==> src/rtl/kctk_pkg.sv <==
`timescale 1ns / 1ps
`default_nettype none
// ----------------------------------------------------------------------------
// kctk_pkg: shared types and constants
// Field widths, opcodes, register indexes and the ranking entry type used by
// the keyword counter and its ranking cells.
// ----------------------------------------------------------------------------
package kctk_pkg;

	localparam int TOP_K         = 5;
	localparam int MAX_KEYWORD   = 16;
	localparam int MAX_DOCUMENTS = 1024;

	localparam int DOC_W   = $clog2(MAX_DOCUMENTS + 1);
	localparam int CNT_W   = 16;
	localparam int POS_W   = (MAX_KEYWORD > 1) ? $clog2(MAX_KEYWORD) : 1;
	localparam int LEN_W   = 5;
	localparam int CFG_W   = 64;
	localparam int IDX_W   = 2;
	localparam int OP_W    = 2;
	localparam int KW_BITS = 8 * 16;

	localparam logic [CNT_W-1:0] COUNT_MAX = '1;
	localparam logic [DOC_W-1:0] DOC_LIMIT = DOC_W'(MAX_DOCUMENTS);

	localparam logic [OP_W-1:0] OP_TEXT   = 2'd0;
	localparam logic [OP_W-1:0] OP_EOD    = 2'd1;
	localparam logic [OP_W-1:0] OP_REPORT = 2'd2;

	localparam logic [IDX_W-1:0] REG_KW_LOW  = 2'd0;
	localparam logic [IDX_W-1:0] REG_KW_HIGH = 2'd1;
	localparam logic [IDX_W-1:0] REG_KW_LEN  = 2'd2;

	typedef struct packed {
		logic [DOC_W-1:0] doc;
		logic [CNT_W-1:0] cnt;
	} entry_t;

	// Command broadcast to every ranking cell.
	typedef struct packed {
		logic   ins;
		logic   clr;
		entry_t entry;
	} rank_cmd_t;

endpackage
`default_nettype wire

==> src/rtl/kctk_matcher.sv <==
`timescale 1ns / 1ps
`default_nettype none
// ----------------------------------------------------------------------------
// kctk_matcher: keyword occurrence counter
// Restart matcher over one text byte per cycle with a saturating count of
// keyword hits in the current document.
// ----------------------------------------------------------------------------
module kctk_matcher import kctk_pkg::*; (
	input  wire logic               clk,
	input  wire logic               arst_n,
	input  wire logic [KW_BITS-1:0] keyword,
	input  wire logic [LEN_W-1:0]   keyword_len,
	input  wire logic               byte_en,
	input  wire logic [7:0]         byte_in,
	input  wire logic               doc_clr,
	output      logic [CNT_W-1:0]   running_count
);

	logic [POS_W-1:0] pos_q;
	logic [CNT_W-1:0] cnt_q;
	logic [LEN_W-1:0] eff_len;
	logic [POS_W-1:0] pos;
	logic [7:0]       kw_char;
	logic             hit;
	logic             at_end;

	always_comb begin
		if (keyword_len == '0) begin
			eff_len = LEN_W'(1);
		end else if (keyword_len > LEN_W'(MAX_KEYWORD)) begin
			eff_len = LEN_W'(MAX_KEYWORD);
		end else begin
			eff_len = keyword_len;
		end
		// A position left over from a longer keyword restarts at zero.
		pos     = (LEN_W'(pos_q) >= eff_len) ? '0 : pos_q;
		kw_char = keyword[{pos, 3'b000} +: 8];
		hit     = (byte_in == kw_char);
		at_end  = (LEN_W'(pos) == eff_len - LEN_W'(1));
	end

	always_ff @(posedge clk or negedge arst_n) begin
		if (!arst_n) begin
			pos_q <= '0;
			cnt_q <= '0;
		end else if (doc_clr) begin
			pos_q <= '0;
			cnt_q <= '0;
		end else if (byte_en) begin
			if (hit && at_end) begin
				pos_q <= '0;
				if (cnt_q != COUNT_MAX) begin
					cnt_q <= cnt_q + CNT_W'(1);
				end
			end else if (hit) begin
				pos_q <= pos + POS_W'(1);
			end else begin
				pos_q <= '0;
			end
		end
	end

	assign running_count = cnt_q;

endmodule
`default_nettype wire

==> src/rtl/kctk_rank_cell.sv <==
`timescale 1ns / 1ps
`default_nettype none
// ----------------------------------------------------------------------------
// kctk_rank_cell: one slot of the sorted ranking
// Holds one (document, count) entry. On insertion the cell takes the new
// entry, shifts in its left neighbor's entry, or keeps its own.
// ----------------------------------------------------------------------------
module kctk_rank_cell import kctk_pkg::*; (
	input  wire logic      clk,
	input  wire logic      arst_n,
	input  wire rank_cmd_t cmd,
	input  wire logic      left_take,
	input  wire entry_t    left_entry,
	output      logic      take,
	output      entry_t    entry
);

	entry_t entry_q;

	// The ranking is sorted in descending count, so the cells that take form
	// a suffix of the chain. Ties keep the earlier document ahead.
	assign take = cmd.ins && (entry_q.cnt < cmd.entry.cnt);

	always_ff @(posedge clk or negedge arst_n) begin
		if (!arst_n) begin
			entry_q <= '0;
		end else if (cmd.clr) begin
			entry_q <= '0;
		end else if (take) begin
			entry_q <= left_take ? left_entry : cmd.entry;
		end
	end

	assign entry = entry_q;

endmodule
`default_nettype wire

==> src/rtl/kctk_report_cell.sv <==
`timescale 1ns / 1ps
`default_nettype none
// ----------------------------------------------------------------------------
// kctk_report_cell: one stage of the report shift chain
// Loads a snapshot of one ranking slot and shifts toward the output as
// results are taken.
// ----------------------------------------------------------------------------
module kctk_report_cell import kctk_pkg::*; (
	input  wire logic   clk,
	input  wire logic   arst_n,
	input  wire logic   load,
	input  wire logic   load_vld,
	input  wire entry_t load_entry,
	input  wire logic   shift,
	input  wire logic   right_vld,
	input  wire entry_t right_entry,
	output      logic   vld,
	output      entry_t entry
);

	logic   vld_q;
	entry_t entry_q;

	always_ff @(posedge clk or negedge arst_n) begin
		if (!arst_n) begin
			vld_q <= 1'b0;
		end else if (load) begin
			vld_q <= load_vld;
		end else if (shift) begin
			vld_q <= right_vld;
		end
	end

	always_ff @(posedge clk) begin
		if (load) begin
			entry_q <= load_entry;
		end else if (shift) begin
			entry_q <= right_entry;
		end
	end

	assign vld   = vld_q;
	assign entry = entry_q;

endmodule
`default_nettype wire

==> src/rtl/keyword_count_top_k_ranker.sv <==
`timescale 1ns / 1ps
`default_nettype none
// ----------------------------------------------------------------------------
// keyword_count_top_k_ranker: keyword counter with top-five document ranking
// Counts keyword hits per document and keeps a sorted ranking of documents.
// ----------------------------------------------------------------------------
// Usage:
//   The input channel carries one item per cycle: a text byte, an end of
//   document, or a report request. Text bytes and ends of document are taken
//   every cycle and produce no result; a document with a nonzero count is
//   placed into the ranking in the same cycle by the row of ranking cells.
//   A report copies the ranking into a shift chain and clears the ranking
//   and the document numbering. Its first result is valid the cycle after
//   the report item is accepted, and the chain delivers one result per cycle
//   while the output is ready.
//   The last result of each report is flagged by last. A report with no
//   ranked document gives a single result with found low.
//   While results of one report are still waiting, text bytes and ends of
//   document keep flowing; a second report is held off until the last result
//   of the first is taken, and may be accepted in that same cycle.
//   A stalled receiver simply holds the head of the chain.
//   Reset clears the counters, the ranking and the report chain at once and
//   sets the keyword length to one. Configuration writes take effect on the
//   next cycle and are meant for idle periods.
// ----------------------------------------------------------------------------
module keyword_count_top_k_ranker import kctk_pkg::*; (
	input  wire logic             clk,
	input  wire logic             arst_n,
	input  wire logic             cfg_we,
	input  wire logic [IDX_W-1:0] cfg_index,
	input  wire logic [CFG_W-1:0] cfg_data,
	input  wire logic             in_valid,
	output      logic             in_ready,
	input  wire logic [OP_W-1:0]  opcode,
	input  wire logic [7:0]       text_byte,
	output      logic             out_valid,
	input  wire logic             out_ready,
	output      logic             found,
	output      logic [DOC_W-1:0] document_number,
	output      logic [CNT_W-1:0] match_count,
	output      logic             last
);

	logic [CFG_W-1:0] kw_low_q;
	logic [CFG_W-1:0] kw_high_q;
	logic [LEN_W-1:0] kw_len_q;
	logic [DOC_W-1:0] doc_cnt_q;
	logic [CNT_W-1:0] running_count;

	logic      in_acc;
	logic      is_text;
	logic      is_eod;
	logic      is_report;
	logic      doc_ok;
	logic      shift;
	rank_cmd_t cmd;

	logic   take_chain [TOP_K+1];
	entry_t rank_chain [TOP_K+1];
	logic   rep_vld    [TOP_K+1];
	entry_t rep_ent    [TOP_K+1];

	always_ff @(posedge clk or negedge arst_n) begin
		if (!arst_n) begin
			kw_low_q  <= '0;
			kw_high_q <= '0;
			kw_len_q  <= LEN_W'(1);
		end else if (cfg_we) begin
			unique case (cfg_index)
				REG_KW_LOW:  kw_low_q  <= cfg_data;
				REG_KW_HIGH: kw_high_q <= cfg_data;
				REG_KW_LEN:  kw_len_q  <= cfg_data[LEN_W-1:0];
				default: ;
			endcase
		end
	end

	// A report may enter while the final result of the previous one leaves.
	assign in_ready  = !rep_vld[0] || (opcode != OP_REPORT) || (out_ready && !rep_vld[1]);
	assign in_acc    = in_valid && in_ready;
	assign is_text   = in_acc && (opcode == OP_TEXT);
	assign is_eod    = in_acc && (opcode == OP_EOD);
	assign is_report = in_acc && (opcode == OP_REPORT);
	assign doc_ok    = doc_cnt_q < DOC_LIMIT;

	kctk_matcher u_matcher (
		.clk           (clk),
		.arst_n        (arst_n),
		.keyword       ({kw_high_q, kw_low_q}),
		.keyword_len   (kw_len_q),
		.byte_en       (is_text),
		.byte_in       (text_byte),
		.doc_clr       (is_eod),
		.running_count (running_count)
	);

	always_ff @(posedge clk or negedge arst_n) begin
		if (!arst_n) begin
			doc_cnt_q <= '0;
		end else if (is_report) begin
			doc_cnt_q <= '0;
		end else if (is_eod && doc_ok) begin
			doc_cnt_q <= doc_cnt_q + DOC_W'(1);
		end
	end

	always_comb begin
		cmd.ins       = is_eod && doc_ok && (running_count != '0);
		cmd.clr       = is_report;
		cmd.entry.doc = doc_cnt_q + DOC_W'(1);
		cmd.entry.cnt = running_count;
	end

	assign take_chain[0] = 1'b0;
	assign rank_chain[0] = '0;
	assign rep_vld[TOP_K] = 1'b0;
	assign rep_ent[TOP_K] = '0;
	assign shift = out_valid && out_ready;

	for (genvar i = 0; i < TOP_K; i++) begin : g_cells
		logic load_vld;

		kctk_rank_cell u_rank (
			.clk        (clk),
			.arst_n     (arst_n),
			.cmd        (cmd),
			.left_take  (take_chain[i]),
			.left_entry (rank_chain[i]),
			.take       (take_chain[i+1]),
			.entry      (rank_chain[i+1])
		);

		// The head always carries a result, the not-found one if empty.
		if (i == 0) begin : g_head
			assign load_vld = 1'b1;
		end else begin : g_tail
			assign load_vld = (rank_chain[i+1].cnt != '0);
		end

		kctk_report_cell u_report (
			.clk         (clk),
			.arst_n      (arst_n),
			.load        (is_report),
			.load_vld    (load_vld),
			.load_entry  (rank_chain[i+1]),
			.shift       (shift),
			.right_vld   (rep_vld[i+1]),
			.right_entry (rep_ent[i+1]),
			.vld         (rep_vld[i]),
			.entry       (rep_ent[i])
		);
	end

	assign out_valid       = rep_vld[0];
	assign found           = (rep_ent[0].cnt != '0);
	assign document_number = rep_ent[0].doc;
	assign match_count     = rep_ent[0].cnt;
	assign last            = !rep_vld[1];

	function automatic logic rank_sorted(input entry_t chain [TOP_K+1]);
		logic ok;
		ok = 1'b1;
		for (int k = 1; k < TOP_K; k++) begin
			if (chain[k].cnt < chain[k+1].cnt) begin
				ok = 1'b0;
			end
		end
		return ok;
	endfunction

	function automatic logic rep_packed(input logic vld [TOP_K+1]);
		logic ok;
		ok = 1'b1;
		for (int k = 0; k < TOP_K; k++) begin
			if (!vld[k] && vld[k+1]) begin
				ok = 1'b0;
			end
		end
		return ok;
	endfunction

	a_rank_sorted: assert property (@(posedge clk) disable iff (!arst_n)
		rank_sorted(rank_chain))
		else $error("ranking lost its descending order");

	a_rep_packed: assert property (@(posedge clk) disable iff (!arst_n)
		rep_packed(rep_vld))
		else $error("report chain has a gap");

	a_report_out: assert property (@(posedge clk) disable iff (!arst_n)
		is_report |=> out_valid && (rank_chain[1].cnt == '0) && (doc_cnt_q == '0))
		else $error("report did not load the chain and clear the ranking");

	a_eod_clear: assert property (@(posedge clk) disable iff (!arst_n)
		is_eod |=> (running_count == '0))
		else $error("end of document did not clear the count");

endmodule
`default_nettype wire
==> config.mk <==
export PLATFORM = sky130hd
export DESIGN_NAME = keyword_count_top_k_ranker
export DESIGN_NICKNAME = d
export VERILOG_FILES = /design/src/rtl/kctk_pkg.sv /design/src/rtl/kctk_matcher.sv /design/src/rtl/kctk_rank_cell.sv /design/src/rtl/kctk_report_cell.sv /design/src/rtl/keyword_count_top_k_ranker.sv
export SDC_FILE = /design/constraint.sdc
export NUM_CORES = 1
export LEC_CHECK = 0
export BUFFER_PORTS_ARGS = -buffer_cell sky130_fd_sc_hd__buf_2
export CORE_MARGIN = 1.5
export CORE_UTILIZATION = 55
export CTS_CLUSTER_DIAMETER = 80
export DETAILED_ROUTE_END_ITERATION = 10
export PLACE_DENSITY = 0.78
export SYNTH_ARGS = -nofsm -noshare
export SYNTH_HDL_FRONTEND = slang
export SYNTH_SLANG_ARGS = --single-unit
==> constraint.sdc <==
create_clock -name clk -period 5.1 [get_ports clk]
set_input_delay 0.255 -clock clk [delete_from_list [all_inputs] [get_ports clk]]
set_output_delay 0.255 -clock clk [all_outputs]
set_load 0.01 [all_outputs]
==> results_tabular.tex, run 1 <==
\begin{tabular}{lr}
\hline
Metric & Value \\
\hline
\multicolumn{2}{l}{\textbf{Timing}} \\
\quad Post-route clock skew & 18.2 ps \\
\quad Upper clock frequency limit & 221 MHz \\
\quad Number of failing setup endpoints in the final timing report & 0 \\
\quad Final max-slew violation count & 0 \\
\quad Period minus WS final & 4520 ps \\
\quad Worst-margin pin slew & 1130 ps \\
\quad Sum of negative setup slack & 0 ps \\
\quad Headroom to the max-slew limit & 24.9\% \\
\quad RSZ-0062 raised after global routing & false \\
\quad Portion of the clock cycle consumed by the worst path in the final layout & 88.6\% \\
\quad Final hold viol count & 0 \\
\multicolumn{2}{l}{\textbf{Worst setup path}} \\
\quad CP required & 5600 ps \\
\quad Crit path arrival time & 5010 ps \\
\quad Endpoint class of the critical path & register \\
\quad Path type of the worst setup path & register to register \\
\quad Register-to-Register Setup Slack & 580 ps \\
\quad Critical path launch point type & register \\
\quad Reg-to-Reg Start & kw\_len\_q[3] \\
\quad End of the worst register-to-register path & u\_matcher.running\_count[12] \\
\quad Crit path from & kw\_len\_q[3] \\
\quad Logic depth of the worst register-to-register path & 15 \\
\quad Largest fanout on the critical path & 22 \\
\multicolumn{2}{l}{\textbf{Floorplan}} \\
\quad I/O pins & 112 \\
\quad Chip Height & 205 µm \\
\quad Die span in x & 205 µm \\
\quad Starting density of the core & 56.2\% \\
\quad Total die area & 0.0421 mm² \\
\quad Number of placement rows & 73 \\
\quad Core outline area & 0.0400 mm² \\
\multicolumn{2}{l}{\textbf{Place}} \\
\quad Buffers added on ports & 111 \\
\quad DPL Wire Length & 34,800 µm \\
\quad GP Congestion & 0.943 \\
\multicolumn{2}{l}{\textbf{CTS}} \\
\quad Root buffer cell & clkbuf\_16 \\
\quad Largest buffer count on any clock path & 3 \\
\quad Setup Buffers After CTS & 0 \\
\quad Clk Latency, worst-skew pair & 590 ps \\
\quad Clk pin slew, worst setup/hold paths & 60 ps \\
\quad CTS tree & done \\
\quad H-tree levels & 2 \\
\quad Number of buffers created by CTS & 47 \\
\quad Total clock sinks & 439 \\
\multicolumn{2}{l}{\textbf{Finish}} \\
\quad Sequential standard cell area & 0.0117 mm² \\
\quad Multi-input combinational cell area & 0.0102 mm² \\
\quad Fill count & 3,012 \\
\quad Relative area change from synthesis to final layout & 14.5\% \\
\quad Number of nets in the finished design & 2,369 \\
\quad Fraction of final layout cells with drive strength greater than 1 & 17.3\% \\
\multicolumn{2}{l}{\textbf{Drt}} \\
\quad Number of vias per cell & 5.83 \\
\quad First-pass iteration count of the detailed router & 5 \\
\quad Post-DR wirelength/cell & 19.8 µm \\
\quad Number of vias after detailed routing & 16.2k \\
\quad Residual antenna-violating net count after detailed routing & 0 \\
\quad Total DRC errors in the routed layout & 0 \\
\quad Number of DRC markers in iteration 0 & 1,208 \\
\quad Total wire length after detailed routing & 54,900 µm \\
\multicolumn{2}{l}{\textbf{Hold path}} \\
\quad Launch point of the worst hold path & opcode[1] \\
\quad WHS Endpoint & u\_matcher.pos\_q[1] \\
\quad Min-delay worst type & input port to register \\
\quad Hold Path Stages & 4 \\
\multicolumn{2}{l}{\textbf{Synthesis}} \\
\quad Register bit total from synthesis & 439 \\
\quad Net count after synthesis & 2,243 \\
\quad Count of mapped cells out of synthesis & 2,078 \\
\quad Number of synthesized flops with an enable pin & 135 \\
\quad Post-synthesis area per instance & 10.8 µm² \\
\quad Synth cell count leaders & nand2\_1 (485), dfrtp\_1 (303), mux2i\_1 (225), edfxtp\_1 (135), mux2\_2 (132) \\
\quad Netlist area before placement & 0.0225 mm² \\
\quad Post-synth ARST share & 69.2\% \\
\quad Synth top area share & 33.7\% \\
\quad Most common flop cell mapped by yosys & dfrtp\_1 \\
\quad Library cell occupying the most area in the post-synthesis netlist & dfrtp\_1 \\
\quad Post-synthesis sequential area ratio & 51.8\% \\
\quad Cells taking the most area after synthesis & dfrtp\_1 (34\%), edfxtp\_1 (18\%), mux2i\_1 (10\%) \\
\quad Yosys synthesis warning count & 0 \\
\quad Most frequent cell after synthesis & nand2\_1 \\
\quad Post-synth cell types & 62 \\
\multicolumn{2}{l}{\textbf{Outcome}} \\
\quad Outcome & finished clean \\
\multicolumn{2}{l}{\textbf{GRT}} \\
\quad Global-route usage over all layers & 26.8\% \\
\quad First-pass GRT wire length & 88,800 µm \\
\quad Congestion Overflow GR & 0 \\
\quad Initial antenna violation count & 3 \\
\quad Pin count of the biggest net entering global routing & 236 \\
\quad Via count of the first global-routing pass & 16.6k \\
\multicolumn{2}{l}{\textbf{Power}} \\
\quad Worst-case vdd ir drop & 296 µV \\
\quad Power density normalized to cell area & 329 mW/mm² \\
\quad Leakage Power & 11.0 nW \\
\quad Overall power & 0.00847 W \\
\multicolumn{2}{l}{\textbf{Job}} \\
\quad Maximum Capacitance Violations & 0 \\
\hline
\end{tabular}
power breakdown:
part	total (W)	internal [W]	switching, W
logic	0.000959	0.000440	0.000520
clock network	0.00340	0.00196	0.00144
registers	0.00411	0.00395	0.000164
total	0.00847	0.00635	0.00212
repair_timing:
action	4_1_cts	5_1_grt
gates resized for setup	0	0
hold buffers	65	0
hold endpoints to repair	241	0
through the flow:
stage / worst slack, ps / cell area [µm²] / instances / utilization [%] / hold WS (ps)
2_1_floorplan: 192 / 22500 / 2078 / - / -40.6
3_3_place_gp: 821 / 23600 / 2615 / 58.9 / 384
3_5_place_dp: 669 / 23600 / 2615 / 58.9 / 394
4_1_cts: 617 / 25700 / 2768 / 64.4 / 39.1
5_1_grt: 178 / 25700 / 2770 / 64.4 / 93.6
6_report: 583 / 25800 / 2771 / 64.4 / 73.3
kinds of logic after synthesis:
logic type,synth area share [%]
simple gates,14.9
flops,51.8
mux,18.2
compound gates,6.32
buf+inv,2.99
fa+ha+maj,4.67
xor+xnor,1.05
per-layer routing:
layer,routed length [µm],global-route usage (%),vias up,share of wire (%)
met2,25900,42.7,530,47
met4,1820,10.2,0,3.3
li1,-,-,7564,-
met1,24000,36.5,7954,44
met5,0,0,-,0
met3,3260,5.23,118,5.9
layout make-up:
cell class                      count  area share [%]
Inverter                           32           0.466
Multi-Input combinational cell   1475            39.7
Timing Repair Buffer              209            5.98
Tap cell                          525            2.55
Clock buffer                       64            5.25
Clock inverter                     24           0.743
Antenna cell                        3          0.0292
Sequential cell                   439            45.3
worst max-delay path: stages, from the launching register on:
cell,delay (ps)
dfrtp_1,430
nor3_1,190
nor2_1,50
nor2_1,260
ha_1,290
nand2b_4,140
a211o_1,430
a21oi_1,350
buf_4,240
a31oi_1,90
o22ai_1,150
o221ai_1,190
a311oi_1,500
nand3_2,450
or3_1,480
a21oi_1,180
cell usage in the layout (no fill, tap or decap), drive strengths merged, types with 64 or more instances in the layout:
master and n:
ha 84, dfrtp 303, o21ai 80, mux2 132
clkbuf 64, nand2 485, nor2 75, buf 144
dlygate4sd3 65, mux2i 225, edfxtp 135
sequential cells by signal, summed over array words and instances (netlist names):
register and count:
kw_len_q 5, u_matcher.running_count 16, kw_low_q 64, kw_high_q 64
doc_cnt_q 11, g_cells.u_report.vld 5, g_cells.u_rank.entry 135, g_cells.u_report.entry 135
u_matcher.pos_q 4
worst max-delay path by stage:
stage / slack [ps] / end / cells after the start
after floorplan: 190 / g_cells[0].u_report.entry[0] / 6
after global placement: 820 / u_matcher.running_count[12] / 16
after detailed placement: 670 / u_matcher.running_count[12] / 14
after CTS: 620 / u_matcher.running_count[12] / 15
after global routing: 180 / u_matcher.running_count[12] / 15
final: 580 / u_matcher.running_count[12] / 15
(Power assumes the default switching activity.)
==> run 2: changes to the inputs <==
--- a/config.mk
+++ b/config.mk
@@ -6,11 +6,13 @@
 export NUM_CORES = 1
 export LEC_CHECK = 0
 export BUFFER_PORTS_ARGS = -buffer_cell sky130_fd_sc_hd__buf_2
+export CELL_PAD_IN_SITES_DETAIL_PLACEMENT = 1
+export CELL_PAD_IN_SITES_GLOBAL_PLACEMENT = 1
 export CORE_MARGIN = 1.5
-export CORE_UTILIZATION = 55
+export CORE_UTILIZATION = 45
 export CTS_CLUSTER_DIAMETER = 80
 export DETAILED_ROUTE_END_ITERATION = 10
-export PLACE_DENSITY = 0.78
+export PLACE_DENSITY = 0.79
 export SYNTH_ARGS = -nofsm -noshare
 export SYNTH_HDL_FRONTEND = slang
 export SYNTH_SLANG_ARGS = --single-unit
==> results_tabular.tex, run 2 (synthesis gave the netlist of run 1 again) <==
\begin{tabular}{lr}
\hline
Metric & Value \\
\hline
\multicolumn{2}{l}{\textbf{GRT}} \\
\quad Via count of the first global-routing pass & 17.7k (was 16.6k) \\
\quad First-pass GRT wire length & 99,500 µm (was 88,800 µm) \\
\quad Congestion Overflow GR & 0 (unchanged) \\
\quad Initial antenna violation count & 4 (was 3) \\
\quad Pin count of the biggest net entering global routing & 236 (unchanged) \\
\quad Global-route usage over all layers & 25.0\% (was 26.8\%) \\
\multicolumn{2}{l}{\textbf{Finish}} \\
\quad Sequential standard cell area & 0.0117 mm² (about the same) \\
\quad Fill count & 5,196 (was 3,012) \\
\quad Multi-input combinational cell area & 0.0102 mm² (unchanged) \\
\quad Relative area change from synthesis to final layout & 15.7\% (was 14.5\%) \\
\quad Final cell count without fillers & 2,915 (was 2,771) \\
\quad Number of nets in the finished design & 2,374 (was 2,369) \\
\quad Most frequent cells in the layout & nand2\_1 (484), dfrtp\_1 (301), mux2i\_1 (225) (was nand2\_1 (484), dfrtp\_1 (302), mux2i\_1 (225)) \\
\quad Fraction of final layout cells with drive strength greater than 1 & 17.2\% (was 17.3\%) \\
\quad Leading cell type in the layout, fill and taps excluded & nand2\_1 (unchanged) \\
\multicolumn{2}{l}{\textbf{CTS}} \\
\quad Largest buffer count on any clock path & 3 (unchanged) \\
\quad Setup Buffers After CTS & 0 (unchanged) \\
\quad Clk Latency, worst-skew pair & 600 ps (was 590 ps) \\
\quad Clk pin slew, worst setup/hold paths & 60 ps (about the same) \\
\quad Total clock sinks & 439 (unchanged) \\
\quad Number of buffers created by CTS & 50 (was 47) \\
\quad H-tree levels & 2 (unchanged) \\
\quad Root buffer cell & clkbuf\_16 (unchanged) \\
\quad CTS tree & done (unchanged) \\
\multicolumn{2}{l}{\textbf{Job}} \\
\quad Maximum Capacitance Violations & 0 (unchanged) \\
\multicolumn{2}{l}{\textbf{Timing}} \\
\quad Upper clock frequency limit & 215 MHz (was 221 MHz) \\
\quad Post-route clock skew & 24.8 ps (was 18.2 ps) \\
\quad Period minus WS final & 4650 ps (was 4520 ps) \\
\quad Number of failing setup endpoints in the final timing report & 0 (unchanged) \\
\quad RSZ-0062 raised after global routing & false (unchanged) \\
\quad Sum of negative setup slack & 0 ps (unchanged) \\
\quad Worst-margin pin slew & 1110 ps (was 1130 ps) \\
\quad Final max-slew violation count & 0 (unchanged) \\
\quad Portion of the clock cycle consumed by the worst path in the final layout & 91.2\% (was 88.6\%) \\
\quad Final hold viol count & 0 (unchanged) \\
\quad Headroom to the max-slew limit & 26.1\% (was 24.9\%) \\
\multicolumn{2}{l}{\textbf{Place}} \\
\quad Number of placed instances, taps included & 2,756 (was 2,615) \\
\quad GP Congestion & 0.891 (was 0.943) \\
\quad Buffers added on ports & 111 (unchanged) \\
\quad DPL Wire Length & 40,600 µm (was 34,800 µm) \\
\multicolumn{2}{l}{\textbf{Drt}} \\
\quad Total wire length after detailed routing & 62,300 µm (was 54,900 µm) \\
\quad Length of routed met2 wiring & 31,000 µm (was 25,900 µm) \\
\quad First-pass iteration count of the detailed router & 5 (unchanged) \\
\quad Number of vias after detailed routing & 16.3k (was 16.2k) \\
\quad Detailed-routed wire length on met3 & 2230 µm (was 3260 µm) \\
\quad Total DRC errors in the routed layout & 0 (unchanged) \\
\quad Residual antenna-violating net count after detailed routing & 0 (unchanged) \\
\quad Length of routed wiring on met1 & 27,600 µm (was 24,000 µm) \\
\quad Number of DRC markers in iteration 0 & 1,033 (was 1,208) \\
\quad Top layer reached by signal wires & met5 (was met4) \\
\quad Post-DR wirelength/cell & 21.4 µm (was 19.8 µm) \\
\quad Number of vias per cell & 5.58 (was 5.83) \\
\multicolumn{2}{l}{\textbf{Power}} \\
\quad Power density normalized to cell area & 333 mW/mm² (was 329 mW/mm²) \\
\quad Worst-case vdd ir drop & 288 µV (was 296 µV) \\
\quad Leakage Power & 11.0 nW (about the same) \\
\multicolumn{2}{l}{\textbf{Worst setup path}} \\
\quad CP required & 5610 ps (was 5600 ps) \\
\quad Critical path launch point type & register (unchanged) \\
\quad Critical Path, Cell by Cell & nor3\_1 > nor2\_1 > nor2\_1 > ha\_1 > nand2b\_4 > a211o\_1 > a21oi\_1 > buf\_4 > a31oi\_1 > o22ai\_1 > o221ai\_1 > a311oi\_1 > nand3\_2 > or3\_1 > a21oi\_1 (unchanged) \\
\quad Path type of the worst setup path & register to register (unchanged) \\
\quad Crit path arrival time & 5160 ps (was 5010 ps) \\
\quad Delay of the slowest cell on the worst path & 500 ps (about the same) \\
\quad Largest fanout on the critical path & 22 (unchanged) \\
\quad Endpoint class of the critical path & register (unchanged) \\
\quad Crit-path slowest cell & or3\_1 (was a311oi\_1) \\
\multicolumn{2}{l}{\textbf{Floorplan}} \\
\quad Core outline area & 0.0492 mm² (was 0.0400 mm²) \\
\quad Number of placement rows & 81 (was 73) \\
\quad Starting density of the core & 45.8\% (was 56.2\%) \\
\quad Chip Height & 227 µm (was 205 µm) \\
\quad I/O pins & 112 (unchanged) \\
\quad Die span in x & 227 µm (was 205 µm) \\
\quad Total die area & 0.0513 mm² (was 0.0421 mm²) \\
\multicolumn{2}{l}{\textbf{Outcome}} \\
\quad Outcome & finished clean (unchanged) \\
\multicolumn{2}{l}{\textbf{Hold path}} \\
\quad Min-delay worst type & input port to register (unchanged) \\
\hline
\end{tabular}
run 2: per-stage QoR:
| stage | instance area [µm²] | power [W] | hold WS, ps | utilization (%) | setup slack (ps) |
|---|---|---|---|---|---|
| finish | 26000 | 0.00867 | 81.2 | 53.0 | 450 |
| global route | 26000 | 0.00902 | 75.9 | 53.0 | 34.4 |
| CTS | 26000 | 0.00874 | 35.7 | 53.0 | 450 |
| detailed placement | 23800 | 0.00512 | 373 | 48.4 | 503 |
| global placement | 23800 | 0.00506 | 362 | 48.4 | 695 |
| floorplan | 22500 | 0.00476 | -40.6 | - | 192 |
run 2: critical path, delay by kind of cell (launching register included):
family                     cells  cell delay (ps)
adders and majority gates      1              310
and+or+nand+nor                6             1640
DFF                            1              440
buffers and inverters          1              250
AOI/OAI and AO/OA              7             1940
run 2: layer usage:
| metal | track usage [%] | up-vias |
|---|---|---|
| met3 | 4.07 | 112 |
| met1 | 32.4 | 8281 |
| met4 | 6.84 | 6 |
| met2 | 43.1 | 280 |
| li1 | - | 7586 |
| met5 | 0 | - |
run 2: what timing repair did:
action	4_1_cts	5_1_grt
endpoints found under the setup margin	0	0
resized for setup	0	0
endpoints found under the hold margin	231	0
hold buffers	65	0
run 2: area by class of cell:
class | instances | area share, %
clock buffers | 76 | 5.57
multi-input cells | 1475 | 39.3
flip-flops and latches | 439 | 44.8
repair buffers | 211 | 6.06
diodes | 1 | 0.00961
inverters | 32 | 0.461
clock inverters | 17 | 0.639
well taps | 664 | 3.19
run 2: final timing paths:
path                                    start                          to  slack, ps  cells past startpoint
min in group asynchronous              arst_n                kw_low_q[16]        300                      2
worst min-delay path                opcode[1]          u_matcher.pos_q[1]         80                      4
worst max register to register    kw_len_q[3]  u_matcher.running_count[4]        450                     15
worst min register to register  kw_high_q[39]               kw_high_q[39]        500                      1
worst max-delay path              kw_len_q[3]  u_matcher.running_count[4]        450                     15
max in group asynchronous              arst_n     g_cells[1].u_report.vld       3630                      3
run 2: power breakdown:
| part | internal [W] | switching (W) | total, W |
|---|---|---|---|
| clock network | 0.00207 | 0.00150 | 0.00357 |
| registers | 0.00395 | 0.000175 | 0.00413 |
| logic | 0.000442 | 0.000534 | 0.000976 |
